### src/hw/rtl/vgle_pkg.sv
// Shared types and constants for the voxel gradient / Laplacian extrema block.
// No dependencies; imported by vgle_isqrt and voxel_gradient_laplacian_extrema.
package vgle_pkg;

    localparam int VALUE_LEVELS = 256;
    localparam int IDX_W        = (VALUE_LEVELS > 1) ? $clog2(VALUE_LEVELS) : 1;

    localparam int VOXEL_W  = 8;
    localparam int GRAD_W   = 12;
    localparam int LAP_W    = 12;
    localparam int MAXG_W   = 8;
    localparam int SQ_W     = 16;
    localparam int SUM_W    = 18;
    localparam int NBR_W    = 11;
    localparam int RAD_W    = 24;
    localparam int ROOT_W   = 12;
    localparam int REM_W    = 15;
    localparam int ROOT_STEPS = RAD_W / 2;
    localparam int STEP_W   = $clog2(ROOT_STEPS);

    localparam logic OP_PROCESS = 1'b0;
    localparam logic OP_READ    = 1'b1;

    typedef struct packed {
        logic               operation;
        logic [VOXEL_W-1:0] center;
        logic [VOXEL_W-1:0] x_plus;
        logic [VOXEL_W-1:0] x_minus;
        logic [VOXEL_W-1:0] y_plus;
        logic [VOXEL_W-1:0] y_minus;
        logic [VOXEL_W-1:0] z_plus;
        logic [VOXEL_W-1:0] z_minus;
        logic [VOXEL_W-1:0] table_index;
    } voxel_t;

    typedef struct packed {
        logic [GRAD_W-1:0]        gradient_q4;
        logic signed [LAP_W-1:0]  laplacian;
        logic [MAXG_W-1:0]        max_gradient;
        logic signed [LAP_W-1:0]  min_laplacian;
        logic signed [LAP_W-1:0]  max_laplacian;
        logic                     entry_seen;
    } result_t;

    typedef struct packed {
        logic [MAXG_W-1:0]        max_gradient;
        logic signed [LAP_W-1:0]  min_laplacian;
        logic signed [LAP_W-1:0]  max_laplacian;
    } entry_t;

    typedef enum logic [2:0] {
        S_IDLE,
        S_FETCH,
        S_ROOT,
        S_UPDATE,
        S_REPLY
    } state_t;

endpackage

### src/hw/rtl/vgle_isqrt.sv
// Iterative integer square root, two radicand bits per cycle.
// Depends on vgle_pkg for widths.
module vgle_isqrt (
    input  logic                        clk,
    input  logic                        rst_n,
    input  logic                        start,
    input  logic [vgle_pkg::RAD_W-1:0]  radicand,
    output logic                        busy,
    output logic                        done,
    output logic [vgle_pkg::ROOT_W-1:0] root
);
    import vgle_pkg::*;

    logic [RAD_W-1:0]  rad_reg;
    logic [REM_W-1:0]  rem_reg;
    logic [REM_W-1:0]  rem_next;
    logic [REM_W-1:0]  rem_shift;
    logic [REM_W-1:0]  trial;
    logic [ROOT_W-1:0] root_reg;
    logic [ROOT_W-1:0] root_next;
    logic [STEP_W-1:0] count_reg;
    logic              busy_reg;
    logic              done_reg;

    always_comb
    begin
        rem_shift = {rem_reg[REM_W-3:0], rad_reg[RAD_W-1 -: 2]};
        trial     = REM_W'({root_reg, 2'b01});
        if (rem_shift >= trial)
        begin
            rem_next  = rem_shift - trial;
            root_next = {root_reg[ROOT_W-2:0], 1'b1};
        end
        else
        begin
            rem_next  = rem_shift;
            root_next = {root_reg[ROOT_W-2:0], 1'b0};
        end
    end

    always_ff @(posedge clk or negedge rst_n)
    begin
        if (!rst_n)
        begin
            busy_reg  <= 1'b0;
            done_reg  <= 1'b0;
            count_reg <= '0;
        end
        else
        begin
            done_reg <= 1'b0;
            if (start)
            begin
                busy_reg  <= 1'b1;
                count_reg <= '0;
            end
            else if (busy_reg)
            begin
                count_reg <= count_reg + STEP_W'(1);
                if (count_reg == STEP_W'(ROOT_STEPS - 1))
                begin
                    busy_reg <= 1'b0;
                    done_reg <= 1'b1;
                end
            end
        end
    end

    always_ff @(posedge clk)
    begin
        if (start)
        begin
            rad_reg  <= radicand;
            rem_reg  <= '0;
            root_reg <= '0;
        end
        else if (busy_reg)
        begin
            rad_reg  <= {rad_reg[RAD_W-3:0], 2'b00};
            rem_reg  <= rem_next;
            root_reg <= root_next;
        end
    end

    assign busy = busy_reg;
    assign done = done_reg;
    assign root = root_reg;

endmodule

### config.mk
export PLATFORM = sky130hd
export DESIGN_NAME = vgle_isqrt
export DESIGN_NICKNAME = d
export VERILOG_FILES = /design/src/hw/rtl/vgle_pkg.sv /design/src/hw/rtl/vgle_isqrt.sv
export SDC_FILE = /design/constraint.sdc
export NUM_CORES = 1
export LEC_CHECK = 0
export ABC_AREA = 1
export BUFFER_PORTS_ARGS = -buffer_cell sky130_fd_sc_hd__buf_2
export CORE_MARGIN = 3
export CORE_UTILIZATION = 52
export DETAILED_ROUTE_END_ITERATION = 8
export GPL_TIMING_DRIVEN = 0
export PLACE_DENSITY = 0.73
export RECOVER_POWER = 100
export SYNTH_ARGS = -nofsm -noshare
export SYNTH_HDL_FRONTEND = slang
export SYNTH_SLANG_ARGS = --single-unit
### constraint.sdc
create_clock -name clk -period 2 [get_ports clk]
set_input_delay 0.3 -clock clk [delete_from_list [all_inputs] [get_ports clk]]
set_output_delay 0.3 -clock clk [all_outputs]
set_load 0.01 [all_outputs]
# Word level (Yosys, flattened, before mapping)
# Cells that the tools add are included.
[word_totals]
regBits = 55
inputBits = 27
word_cells = 23
[op_classes]
n_addsub = 2
magnitude_cmp = 1
eq_ne = 1
mux = 12
n_reduce_logical = 1
[ops]
columns = ["op", "n"]
rows = [
  ["$mux W24", 2],
  ["$ge A15 B14 Y1", 1],
  ["$mux W13", 1],
  ["$sub A13 B13 Y13", 1],
  ["$mux W4", 2],
  ["$mux W1", 7],
  ["$add A4 B1 Y4 const B", 1],
  ["$eq A4 B4 Y1 const B", 1],
  ["$reduce_bool A2 Y1", 1],
]

# Longest topological paths before layout
# Gate-level depths: netlist of run 1.
[logic_depth]
depth_word = 4
ltp_mapped = 15
mapped_depth_nobuf = 14

# Worst setup path after synthesis of run 1
# OpenSTA, ideal clock, no wires.
[synth_path]
path_kind = "flip-flop to flip-flop"
from = "register busy_reg, in the netlist busy"
to = "register rad_reg[0] (enable)"
setup_time_ns = 0.398
t_arrival_ns = 1.547
required_time_ns = 1.602
slack_ns = 0.055
stages_incl_launch_ff = 4
path_buffers = 1
period_less_slack_ns = 1.945
cell_sequence = "dfrtp_1 -> nor2_1 -> inv_1 -> clkbuf_1"
[synth_via]
elab_chain_cells = 1
[synth_rtl]
columns = ["item", "line", "rtl"]
rows = [
  ["start, declared", "vgle_isqrt.sv:22", "logic busy_reg;"],
  ["start signal, assigned", "vgle_isqrt.sv:45", "busy_reg <= 1'b0;"],
  ["start signal, assigned", "vgle_isqrt.sv:54", "busy_reg <= 1'b1;"],
  ["start signal, assigned", "vgle_isqrt.sv:62", "busy_reg <= 1'b0;"],
  ["$reduce_bool A2 Y1 (no source line)", "n/a", ""],
  ["end signal, assigned", "vgle_isqrt.sv:73", "rad_reg <= radicand;"],
  ["end signal, assigned", "vgle_isqrt.sv:79", "rad_reg <= {rad_reg[RAD_W-3:0], 2'b00};"],
  ["end, declared", "vgle_isqrt.sv:14", "logic [RAD_W-1:0] rad_reg;"],
]
# Every way passes these cells.
# A chain may end at the register's enable or synchronous reset.

# Worst setup path after layout of run 1
[layout_path]
from = "register root_reg[0], in the netlist root[0]"
to = "register rem_reg[2]"
[layout_via]
elab_chain_cells = 2
[layout_rtl]
columns = ["item", "line", "rtl"]
rows = [
  ["start, declared", "vgle_isqrt.sv:19", "logic [ROOT_W-1:0] root_reg;"],
  ["start signal, assigned", "vgle_isqrt.sv:81", "root_reg <= root_next;"],
  ["$sub A13 B13 Y13 or $ge A15 B14 Y1 (tied branches)", "vgle_isqrt.sv:31, vgle_isqrt.sv:29", ""],
  ["$mux W13 (*)", "vgle_isqrt.sv:29", "if (rem_shift >= trial)"],
  ["end signal, assigned", "vgle_isqrt.sv:80", "rem_reg <= rem_next;"],
  ["end, declared", "vgle_isqrt.sv:15", "logic [REM_W-1:0] rem_reg;"],
]
# Mark *: on every way between the ends. The rest lies on a longest branch, timed or not.

==> results of run 1 <==
cell families (layout without fill, tap and decap cells):
| logic type | after synthesis | count (layout) | synth area share [%] |
|---|---|---|---|
| AOI/OAI and AO/OA | 32 | 32 | 6.51 |
| xor gates and xnor gates | 4 | 4 | 1.09 |
| adders and majority gates | 15 | 15 | 5.81 |
| buffers and inverters | 82 | 138 | 11.4 |
| DFF | 55 | 55 | 42.5 |
| and+or+nand+nor | 244 | 244 | 32.7 |
cell usage in the layout, fill, tap and decap left out, drive strengths merged, types with 2 or more instances in the layout:
| cell | instances |
|---|---|
| edfxtp | 24 |
| xnor2 | 2 |
| ha | 15 |
| clkbuf | 29 |
| a21oi | 9 |
| nor3 | 3 |
| clkinv | 3 |
| o211ai | 3 |
| or2 | 2 |
| nand3 | 28 |
| nand2 | 174 |
| nand4 | 11 |
| dfxtp | 25 |
| inv | 58 |
| buf | 46 |
| nor2 | 26 |
| o22ai | 11 |
| xor2 | 2 |
| dfrtp | 6 |
| o21ai | 6 |
timing repair:
item / in CTS / in global routing
setup buffers: 1 / 6
gates resized for setup: 3 / 19
pin swaps: 1 / 6
setup endpoints to repair: 6 / 14
hold endpoints to repair: 6 / 0
hold buffers: 1 / 0
cloned: 0 / 0
per-layer routing:
metal  share of wire (%)  vias up
met5                   0        -
met4                 2.4        0
met3                 4.0       13
met2                  48       66
met1                  46     1274
li1                    -     1479
worst register-to-register path, stage by stage (launching register included):
cell,delay (ns)
dfxtp_2,0.35
inv_1,0.05
ha_1,0.28
buf_6,0.14
nand2_1,0.09
nor2_2,0.05
nand2_1,0.07
o21ai_2,0.07
nor2_4,0.20
nand2_8,0.10
buf_8,0.15
o211ai_1,0.17
nand2_1,0.06
synth_stat cells (2+ instances only):
cell	count	area share, %
edfxtp_1	24	22
nor3_1	2	0.31
dfrtp_1	6	4.7
buf_4	12	2.8
a21oi_1	8	1.2
nor2_4	2	0.70
o21ai_2	2	0.54
buf_2	3	0.46
o21ai_0	3	0.46
nor2_2	2	0.39
xnor2_1	2	0.54
clkbuf_1	7	0.81
nor2_1	22	2.6
inv_1	54	6.3
ha_1	15	5.8
o211ai_1	2	0.46
nand2_1	167	19
nand2_2	6	1.2
o22ai_1	11	2.1
inv_2	4	0.46
xor2_1	2	0.54
dfxtp_1	25	16
nand3_1	27	4.2
nand4_1	11	2.1
through the flow:
stage / hold WS [ns] / setup WS, ns / std cells
5_1_grt: 0.253 / -0.0171 / 563
3_5_place_dp: 0.133 / -0.0398 / 547
6_report: 0.252 / 0.115 / 563
2_1_floorplan: 0.00441 / 0.0549 / 432
3_3_place_gp: 0.127 / -0.448 / 547
4_1_cts: 0.249 / 0.00783 / 557
final cells by class:
type	count	area, sq um	area share, %
buffer	23	151	3.97
clock buffer	5	68.8	1.80
clock inverter	3	38.8	1.02
inverter	59	221	5.80
multi-input combinational	295	1630	42.6
sequential	55	1370	36.0
tap	75	93.8	2.46
timing repair buffer	48	244	6.39
final timing paths:
path	start	end	slack, ns
setup reg to reg	root[0]	rem_reg[2]	0.11
hold / removal	radicand[1]	rad_reg[1]	0.25
setup / recovery	root[0]	rem_reg[2]	0.11
hold reg to reg	count_reg[3]	count_reg[3]	0.46
max in group asynchronous	rst_n	done	1.35
min in group asynchronous	rst_n	count_reg[0]	0.39
report_power, final:
group	internal, mW	leakage [nW]	switching (mW)	total (mW)
clock network	0.367	0.0556	0.350	0.717
logic	1.28	1.32	1.83	3.11
registers	1.35	0.547	0.149	1.50
==> results.py, run 1 <==
metrics = {
    "worst_hold_path": {
        "min_path_type": "in -> reg",
        "worstHoldPathCells": 3,
    },
    "synthesis": {
        "yosysWarningCount": 0,
        "ys_types": 37,
        "ys_seq_area_share_pct": 42.5,
        "syn_area_per_cell_sq_um": 7.47,
        "synth_edf_count": 24,
        "syn_nets": 474,
        "synth-seq-cells": 55,
        "async_reset_ff_share_pct": 10.9,
        "yosys_most_used_dff": "dfxtp_1",
        "netlist_area_sq_mm": 0.00323,
        "syn_inst": 432,
    },
    "global_route": {
        "grt_max_degree": 34,
        "gr-usage-all-layers_pct": 20.8,
        "grt_pass1_wl_um": 12200,
        "use_met2_pct": 35.0,
        "use_met1_pct": 27.2,
        "grt_use_met3_pct": 3.43,
        "grt-ovfl-total": 0,
        "antenna_found_initial": 0,
        "grt_pass1_vias": 2776,
        "grt-busiest-layer": "met2",
    },
    "power_and_ir_drop": {
        "design_power_total_mw": 5.32,
        "p_per_area_mw_per_mm2": 1400,
        "ir_drop_v": 0.000660,
        "power.leakage_nw": 1.92,
    },
    "clock_network": {
        "clkTransAtPathRegs_ns": 0.09,
        "cts-root-buf": "clkbuf_8",
        "cts_buffers": 5,
        "htree_levels": 2,
        "cts_tree": "built",
        "insertion_delay_ns": 0.30,
        "clk_path_buf_depth": 2,
        "cts_sinks": 55,
    },
    "setup_path": {
        "cp_top_family": "simple AND/OR/NAND/NOR gates",
        "crit_required_ns": 2.20,
        "path_buf_inv": 3,
        "cp.depth": 12,
        "cp_max_fo": 10,
        "path_common_cell": "nand2_1",
        "criticalPathCategory": "reg -> reg",
        "setup.worst_path.start_class": "register",
        "path_cells": "inv_1 -> ha_1 -> buf_6 -> nand2_1 -> nor2_2 -> nand2_1 -> o21ai_2 -> nor2_4 -> nand2_8 -> buf_8 -> o211ai_1 -> nand2_1",
        "end_kind": "register",
        "reg2regPathDepth": 12,
        "cp.arrival_ns": 2.08,
        "crit_path_max_incr_delay_ns": 0.35,
        "critical_path.slowest_cell": "dfxtp_2",
    },
    "timing": {
        "period_needed_ns": 1.89,
        "setup_viol": 0,
        "fin_setup_tns_ns": 0,
        "finalHoldViolations": 0,
        "rsz0062_at_grt": "true",
        "worst_slew_pin_slew_ns": 0.543,
        "finalCritPeriodShare_pct": 94.3,
        "slew_headroom_pct": 63.8,
        "finClkSkew_ns": 0.00725,
        "max_freq_mhz": 530,
        "maxSlewViolCount": 0,
    },
    "cells_and_area": {
        "drive_gt1_share_pct": 19.7,
        "syn_to_final_growth_pct": 18.2,
        "nets": 529,
        "largest_reg_flops": 24,
        "utilization_pct": 64.1,
        "stdcell_area_sq_mm": 0.00382,
        "n_fill_cell": 534,
        "diodes": 0,
    },
    "placed_design": {
        "dpl.hpwl_um": 5320,
        "place_congestion": 0.915,
        "io_buffers": 40,
        "placed_area_sq_mm": 0.00352,
    },
    "floorplan": {
        "num_io_pins": 41,
        "die_y_um": 84.8,
        "start_util_pct": 54.2,
        "die-area_sq_mm": 0.00719,
        "row_count": 28,
        "core_sq_mm": 0.00596,
        "fp.dieW_um": 84.8,
    },
    "detailed_routing": {
        "drcViolationCount": 0,
        "routed_wl_um": 7250,
        "viasPerCell": 5.03,
        "post_drt_wl_per_cell_um": 12.9,
        "via_count": 2832,
        "drtIter0Drc": 204,
        "dr.pass1.iters": 4,
        "final_antenna_net_count": 0,
    },
    "run_status": {
        "outcome": "completed",
    },
    "run": {
        "maxCapViolCount": 0,
    },
}
No activity file was read; power rests on OpenSTA's default activity.
==> run 2: changes to the inputs <==
--- a/config.mk
+++ b/config.mk
@@ -7,6 +7,7 @@
 export LEC_CHECK = 0
 export ABC_AREA = 1
 export BUFFER_PORTS_ARGS = -buffer_cell sky130_fd_sc_hd__buf_2
+export CORE_ASPECT_RATIO = 1.4
 export CORE_MARGIN = 3
 export CORE_UTILIZATION = 52
 export DETAILED_ROUTE_END_ITERATION = 8
==> run 2 against run 1 <==
Net effect: combinational power grew 6.8%; highest routed layer unchanged; setup slack lost 0.023 ns; final cell count shrank 0.36%; largest power group unchanged.
==> results.py, run 2 (synthesis results as in run 1) <==
metrics = {
    "global_route": {
        "grt_pass1_vias": 2815,
        "grt_max_degree": 34,
        "grt_pass1_wl_um": 12000,
        "grt-ovfl-total": 0,
        "gr-usage-all-layers_pct": 20.9,
        "antenna_found_initial": 0,
    },
    "setup_path": {
        "path_cells": "inv_1 -> ha_4 -> nand2_1 -> nor2_1 -> nand3_4 -> buf_4 -> nand4_1 -> nand2_1 -> nor2_1 -> nor2_1",
        "ff2ff_setup_slack_ns": 0.09,
        "criticalPathCategory": "reg -> reg",
        "reg2reg_to": "rem_reg[11]",
        "crit_path_max_incr_delay_ns": 0.34,
        "worstReg2RegStart": "root[5]",
        "path_common_cell": "nor2_1",
        "setup.worst_path.start_class": "register",
        "cp.arrival_ns": 2.09,
        "critical_path.slowest_cell": "dfxtp_1",
        "cp_max_fo": 5,
        "end_kind": "register",
        "crit_required_ns": 2.18,
        "reg2regPathDepth": 10,
    },
    "placed_design": {
        "place_congestion": 0.912,
        "place_inst": 542,
        "dpl.hpwl_um": 5420,
        "io_buffers": 40,
    },
    "detailed_routing": {
        "drcViolationCount": 0,
        "drtIter0Drc": 201,
        "routed_wl_um": 7420,
        "viasPerCell": 5.17,
        "final_antenna_net_count": 0,
        "via_count": 2900,
        "post_drt_wl_per_cell_um": 13.2,
        "dr.pass1.iters": 4,
    },
    "floorplan": {
        "num_io_pins": 41,
        "fp.dieW_um": 72.6,
        "row_count": 33,
        "core_sq_mm": 0.00595,
        "die_y_um": 99.2,
        "start_util_pct": 54.3,
        "die-area_sq_mm": 0.00720,
    },
    "cells_and_area": {
        "diodes": 0,
        "drive_gt1_share_pct": 23.8,
        "final_common_cell": "nand2_1",
        "utilization_pct": 65.2,
        "most-common-layout-cells": "nand2_1, inv_1, buf_2, nand3_1, edfxtp_1",
        "largest_reg_flops": 24,
        "finalNonFillerCells": 561,
        "nets": 532,
        "syn_to_final_growth_pct": 20.0,
        "n_fill_cell": 538,
    },
    "run_status": {
        "outcome": "completed",
    },
    "clock_network": {
        "clk_path_buf_depth": 2,
        "cts_buffers": 5,
        "cts-root-buf": "clkbuf_8",
        "insertion_delay_ns": 0.31,
        "clkTransAtPathRegs_ns": 0.10,
        "cts_sinks": 55,
        "cts_tree": "built",
        "htree_levels": 2,
    },
    "timing": {
        "period_needed_ns": 1.91,
        "finClkSkew_ns": 0.0110,
        "finalHoldViolations": 0,
        "maxSlewViolCount": 0,
        "fin_setup_tns_ns": 0,
        "finalCritPeriodShare_pct": 95.4,
        "slew_headroom_pct": 63.0,
        "setup_viol": 0,
        "worst_slew_pin_slew_ns": 0.553,
        "max_freq_mhz": 524,
        "rsz0062_at_grt": "true",
    },
    "power_and_ir_drop": {
        "ir_drop_v": 0.000665,
        "p_per_area_mw_per_mm2": 1410,
        "power.leakage_nw": 1.97,
    },
    "worst_hold_path": {
        "worstHoldPathCells": 3,
        "min_path_type": "in -> reg",
        "worstHoldStart": "radicand[0]",
        "whs_endpoint": "rad_reg[0]",
    },
    "run": {
        "maxCapViolCount": 0,
    },
}
-- run 2: changes by cell type in the layout (fill, tap and decap cells not counted), moves of 3 or more --
cell      before  now
buf_2         26   37
clkbuf_1      23   13
dfxtp_1       24   20
dfxtp_2        1    5
inv_1         53   50
inv_2          5    8
-- run 2: worst max path at each step --
stage	slack, ns	startpoint	endpoint
after global routing	-0.02	root[2]	rem_reg[11]
after detailed placement	-0.08	root[0]	rem_reg[1]
after CTS	0.0002	root[4]	rem_reg[1]
final	0.09	root[5]	rem_reg[11]
after global placement	-0.46	busy	rad_reg[16]
after floorplan	0.05	busy	rad_reg[0]
-- run 2: metrics by stage --
| step | hold slack (ns) | worst slack (ns) | cell area, sq um | total power, mW |
|---|---|---|---|---|
| 2_1_floorplan | 0.00441 | 0.0549 | 3230 | 3.65 |
| 4_1_cts | 0.245 | 0.000171 | 3650 | 4.88 |
| 3_5_place_dp | 0.131 | -0.0829 | 3520 | 4.18 |
| 5_1_grt | 0.246 | -0.0225 | 3870 | 5.95 |
| 3_3_place_gp | 0.126 | -0.456 | 3520 | 4.12 |
| 6_report | 0.245 | 0.0919 | 3870 | 5.45 |
-- run 2: worst max-delay path, delay by kind of cell (launching register included) --
kind | cells | cell delay, ns
buffers and inverters | 2 | 0.28
adder cells (fa/ha/maj) | 1 | 0.31
flip-flops | 1 | 0.34
AND/OR/NAND/NOR | 7 | 0.84
-- run 2: cell type report --
class | instances | area, sq um | share of cell area (%)
inverter | 59 | 221 | 5.72
timing repair buffer | 51 | 295 | 7.62
clock inverter | 2 | 16.3 | 0.420
buffer | 22 | 143 | 3.68
multi-input combinational | 296 | 1660 | 42.9
clock buffer | 6 | 72.6 | 1.87
sequential | 55 | 1380 | 35.6
tap | 70 | 87.6 | 2.26
-- run 2: where the power goes --
part           internal, mW  switching [mW]
sequential             1.35           0.161
combinational          1.44            1.87
clock                 0.252           0.366
-- run 2: what timing repair did --
item / 4_1_cts / 5_1_grt
buffers inserted: 3 / 6
hold buffers: 1 / 0
gates resized for setup: 4 / 27
pin swaps: 1 / 10
endpoints found under the hold margin: 6 / 0
endpoints found under the setup margin: 40 / 14
gates cloned: 0 / 2
-- run 2: per-layer routing --
layer | track usage [%] | wire length [um] | up-vias
met3 | 3.34 | 359 | 21
li1 | - | - | 1482
met2 | 37.8 | 3880 | 75
met4 | 8.66 | 202 | 0
met5 | 0 | 0 | -
met1 | 23.8 | 2980 | 1322
==> run 3: changes to the inputs <==
--- a/config.mk
+++ b/config.mk
@@ -9,11 +9,12 @@
 export BUFFER_PORTS_ARGS = -buffer_cell sky130_fd_sc_hd__buf_2
 export CORE_ASPECT_RATIO = 1.4
 export CORE_MARGIN = 3
-export CORE_UTILIZATION = 52
+export CORE_UTILIZATION = 50
 export DETAILED_ROUTE_END_ITERATION = 8
 export GPL_TIMING_DRIVEN = 0
-export PLACE_DENSITY = 0.73
+export PLACE_DENSITY = 0.7
 export RECOVER_POWER = 100
+export SLEW_MARGIN = 10
 export SYNTH_ARGS = -nofsm -noshare
 export SYNTH_HDL_FRONTEND = slang
 export SYNTH_SLANG_ARGS = --single-unit
==> run 3 against run 2 <==
Net effect: clock power is 28% higher; global-route usage is 0.11 points higher; sequential power is essentially flat; total power up 4.1%; setup slack improved by 0.023 ns; routed wire length fell by 0.46%; core utilization shrank 2.3 points.
==> results.py, run 3 (synthesis results as in run 1) <==
metrics = {
    "detailed_routing": {
        "wl_met1_um": 3150,
        "top_layer_used": "met4",
        "wl_met2_um": 3730,
        "drtIter0Drc": 178,
        "drcViolationCount": 0,
        "final_antenna_net_count": 0,
        "dr.pass1.iters": 4,
        "via_count": 2863,
        "viasPerCell": 5.06,
        "routed_wl_um": 7390,
        "wl_met3_um": 238,
        "post_drt_wl_per_cell_um": 13.0,
    },
    "worst_hold_path": {
        "min_path_type": "in -> reg",
    },
    "power_and_ir_drop": {
        "ir_drop_v": 0.000800,
        "p_per_area_mw_per_mm2": 1440,
        "power.leakage_nw": 1.99,
    },
    "setup_path": {
        "criticalPathCategory": "reg -> reg",
        "end_kind": "register",
        "setup.worst_path.start_class": "register",
        "cp.arrival_ns": 2.08,
        "cp_max_fo": 5,
        "crit_required_ns": 2.19,
    },
    "floorplan": {
        "fp.dieW_um": 73.9,
        "row_count": 34,
        "num_io_pins": 41,
        "start_util_pct": 51.6,
        "core_sq_mm": 0.00625,
        "die-area_sq_mm": 0.00747,
        "die_y_um": 101,
    },
    "placed_design": {
        "place_congestion": 0.885,
        "io_buffers": 40,
        "place_inst": 544,
        "dpl.hpwl_um": 5360,
    },
    "global_route": {
        "grt_max_degree": 34,
        "gr-usage-all-layers_pct": 21.0,
        "grt-ovfl-total": 0,
        "antenna_found_initial": 0,
        "grt_pass1_vias": 2723,
        "grt_pass1_wl_um": 12200,
    },
    "clock_network": {
        "cts_buffers": 5,
        "cts-root-buf": "clkbuf_8",
        "clk_path_buf_depth": 2,
        "cts_tree": "built",
        "clkTransAtPathRegs_ns": 0.10,
        "cts_sinks": 55,
        "insertion_delay_ns": 0.31,
        "htree_levels": 2,
    },
    "cells_and_area": {
        "drive_gt1_share_pct": 24.9,
        "most-common-layout-cells": "nand2_1, inv_1, buf_2, nand3_1, edfxtp_1",
        "n_fill_cell": 547,
        "diodes": 0,
        "nets": 535,
        "largest_reg_flops": 24,
        "final_common_cell": "nand2_1",
        "finalNonFillerCells": 566,
        "syn_to_final_growth_pct": 21.8,
        "utilization_pct": 62.9,
    },
    "timing": {
        "slew_headroom_pct": 64.0,
        "setup_viol": 0,
        "maxSlewViolCount": 0,
        "period_needed_ns": 1.89,
        "finClkSkew_ns": 0.00500,
        "finalCritPeriodShare_pct": 94.3,
        "max_freq_mhz": 530,
        "worst_slew_pin_slew_ns": 0.541,
        "finalHoldViolations": 0,
    },
    "run_status": {
        "outcome": "completed",
    },
    "run": {
        "maxCapViolCount": 0,
    },
}
[run 3: layout make-up]
class | count | area (sq um) | area share (%)
plain buffers | 23 | 151 | 3.85
clock buffers | 6 | 82.6 | 2.10
clock inverters | 2 | 38.8 | 0.987
inverters | 59 | 221 | 5.63
multi-input cells | 295 | 1650 | 42.1
flip-flops and latches | 55 | 1380 | 35.1
well taps | 72 | 90.1 | 2.29
repair buffers | 54 | 314 | 7.99
[run 3: metrics by stage]
| stage | area (sq um) | power, mW | worst slack [ns] | setup TNS [ns] | hold slack (ns) |
|---|---|---|---|---|---|
| after floorplan | 3230 | 3.65 | 0.0549 | 0 | 0.00441 |
| after global placement | 3520 | 4.11 | -0.426 | -13.45 | 0.127 |
| after detailed placement | 3520 | 4.17 | -0.0663 | -0.212 | 0.128 |
| after CTS | 3680 | 5.04 | 0.0202 | 0 | 0.234 |
| after global routing | 3930 | 6.15 | -0.0388 | -0.117 | 0.241 |
| final | 3930 | 5.67 | 0.114 | 0 | 0.240 |
[run 3: where the power goes]
| group | switching, mW | internal [mW] | leakage [nW] |
|---|---|---|---|
| combinational | 1.85 | 1.50 | 1.38 |
| sequential | 0.170 | 1.35 | 0.549 |
| clock | 0.377 | 0.412 | 0.0618 |
| total | 2.40 | 3.27 | 1.99 |
[run 3: path summary, 6_finish.rpt]
path                         startpoint            to  slack [ns]  cells after the start
min                         radicand[1]    rad_reg[1]        0.24                      3
max                             root[1]   rem_reg[11]        0.11                     12
min in group asynchronous         rst_n          done        0.39                      2
max reg2reg                     root[1]   rem_reg[11]        0.11                     12
max in group asynchronous         rst_n          busy        1.38                      2
min reg2reg                count_reg[3]  count_reg[3]        0.46                      1
[run 3: critical path, cell delays in order, from the launching register on]
cell and delay, ns:
dfxtp_2 0.34, inv_1 0.08, ha_4 0.30, nand2_1 0.10
nor2_2 0.17, nand2_2 0.08, nand2_2 0.08, nand3_4 0.12
buf_4 0.17, nand4_1 0.10, nand2_1 0.07, nor2_1 0.12
nor2_1 0.05
[run 3: repair_timing]
| item | CTS | global route |
|---|---|---|
| hold buffers | 1 | 0 |
| setup buffers | 3 | 9 |
| gates cloned | 0 | 1 |
| endpoints found under the setup margin | 15 | 15 |
| resized for setup | 3 | 36 |
| endpoints found under the hold margin | 6 | 0 |
| pin swaps | 1 | 11 |
[run 3: per-layer routing]
layer | vias to the layer above | track usage, %
met3 | 22 | 3.09
li1 | 1489 | -
met5 | - | 0
met2 | 75 | 38.1
met1 | 1277 | 24.4
met4 | 0 | 7.53
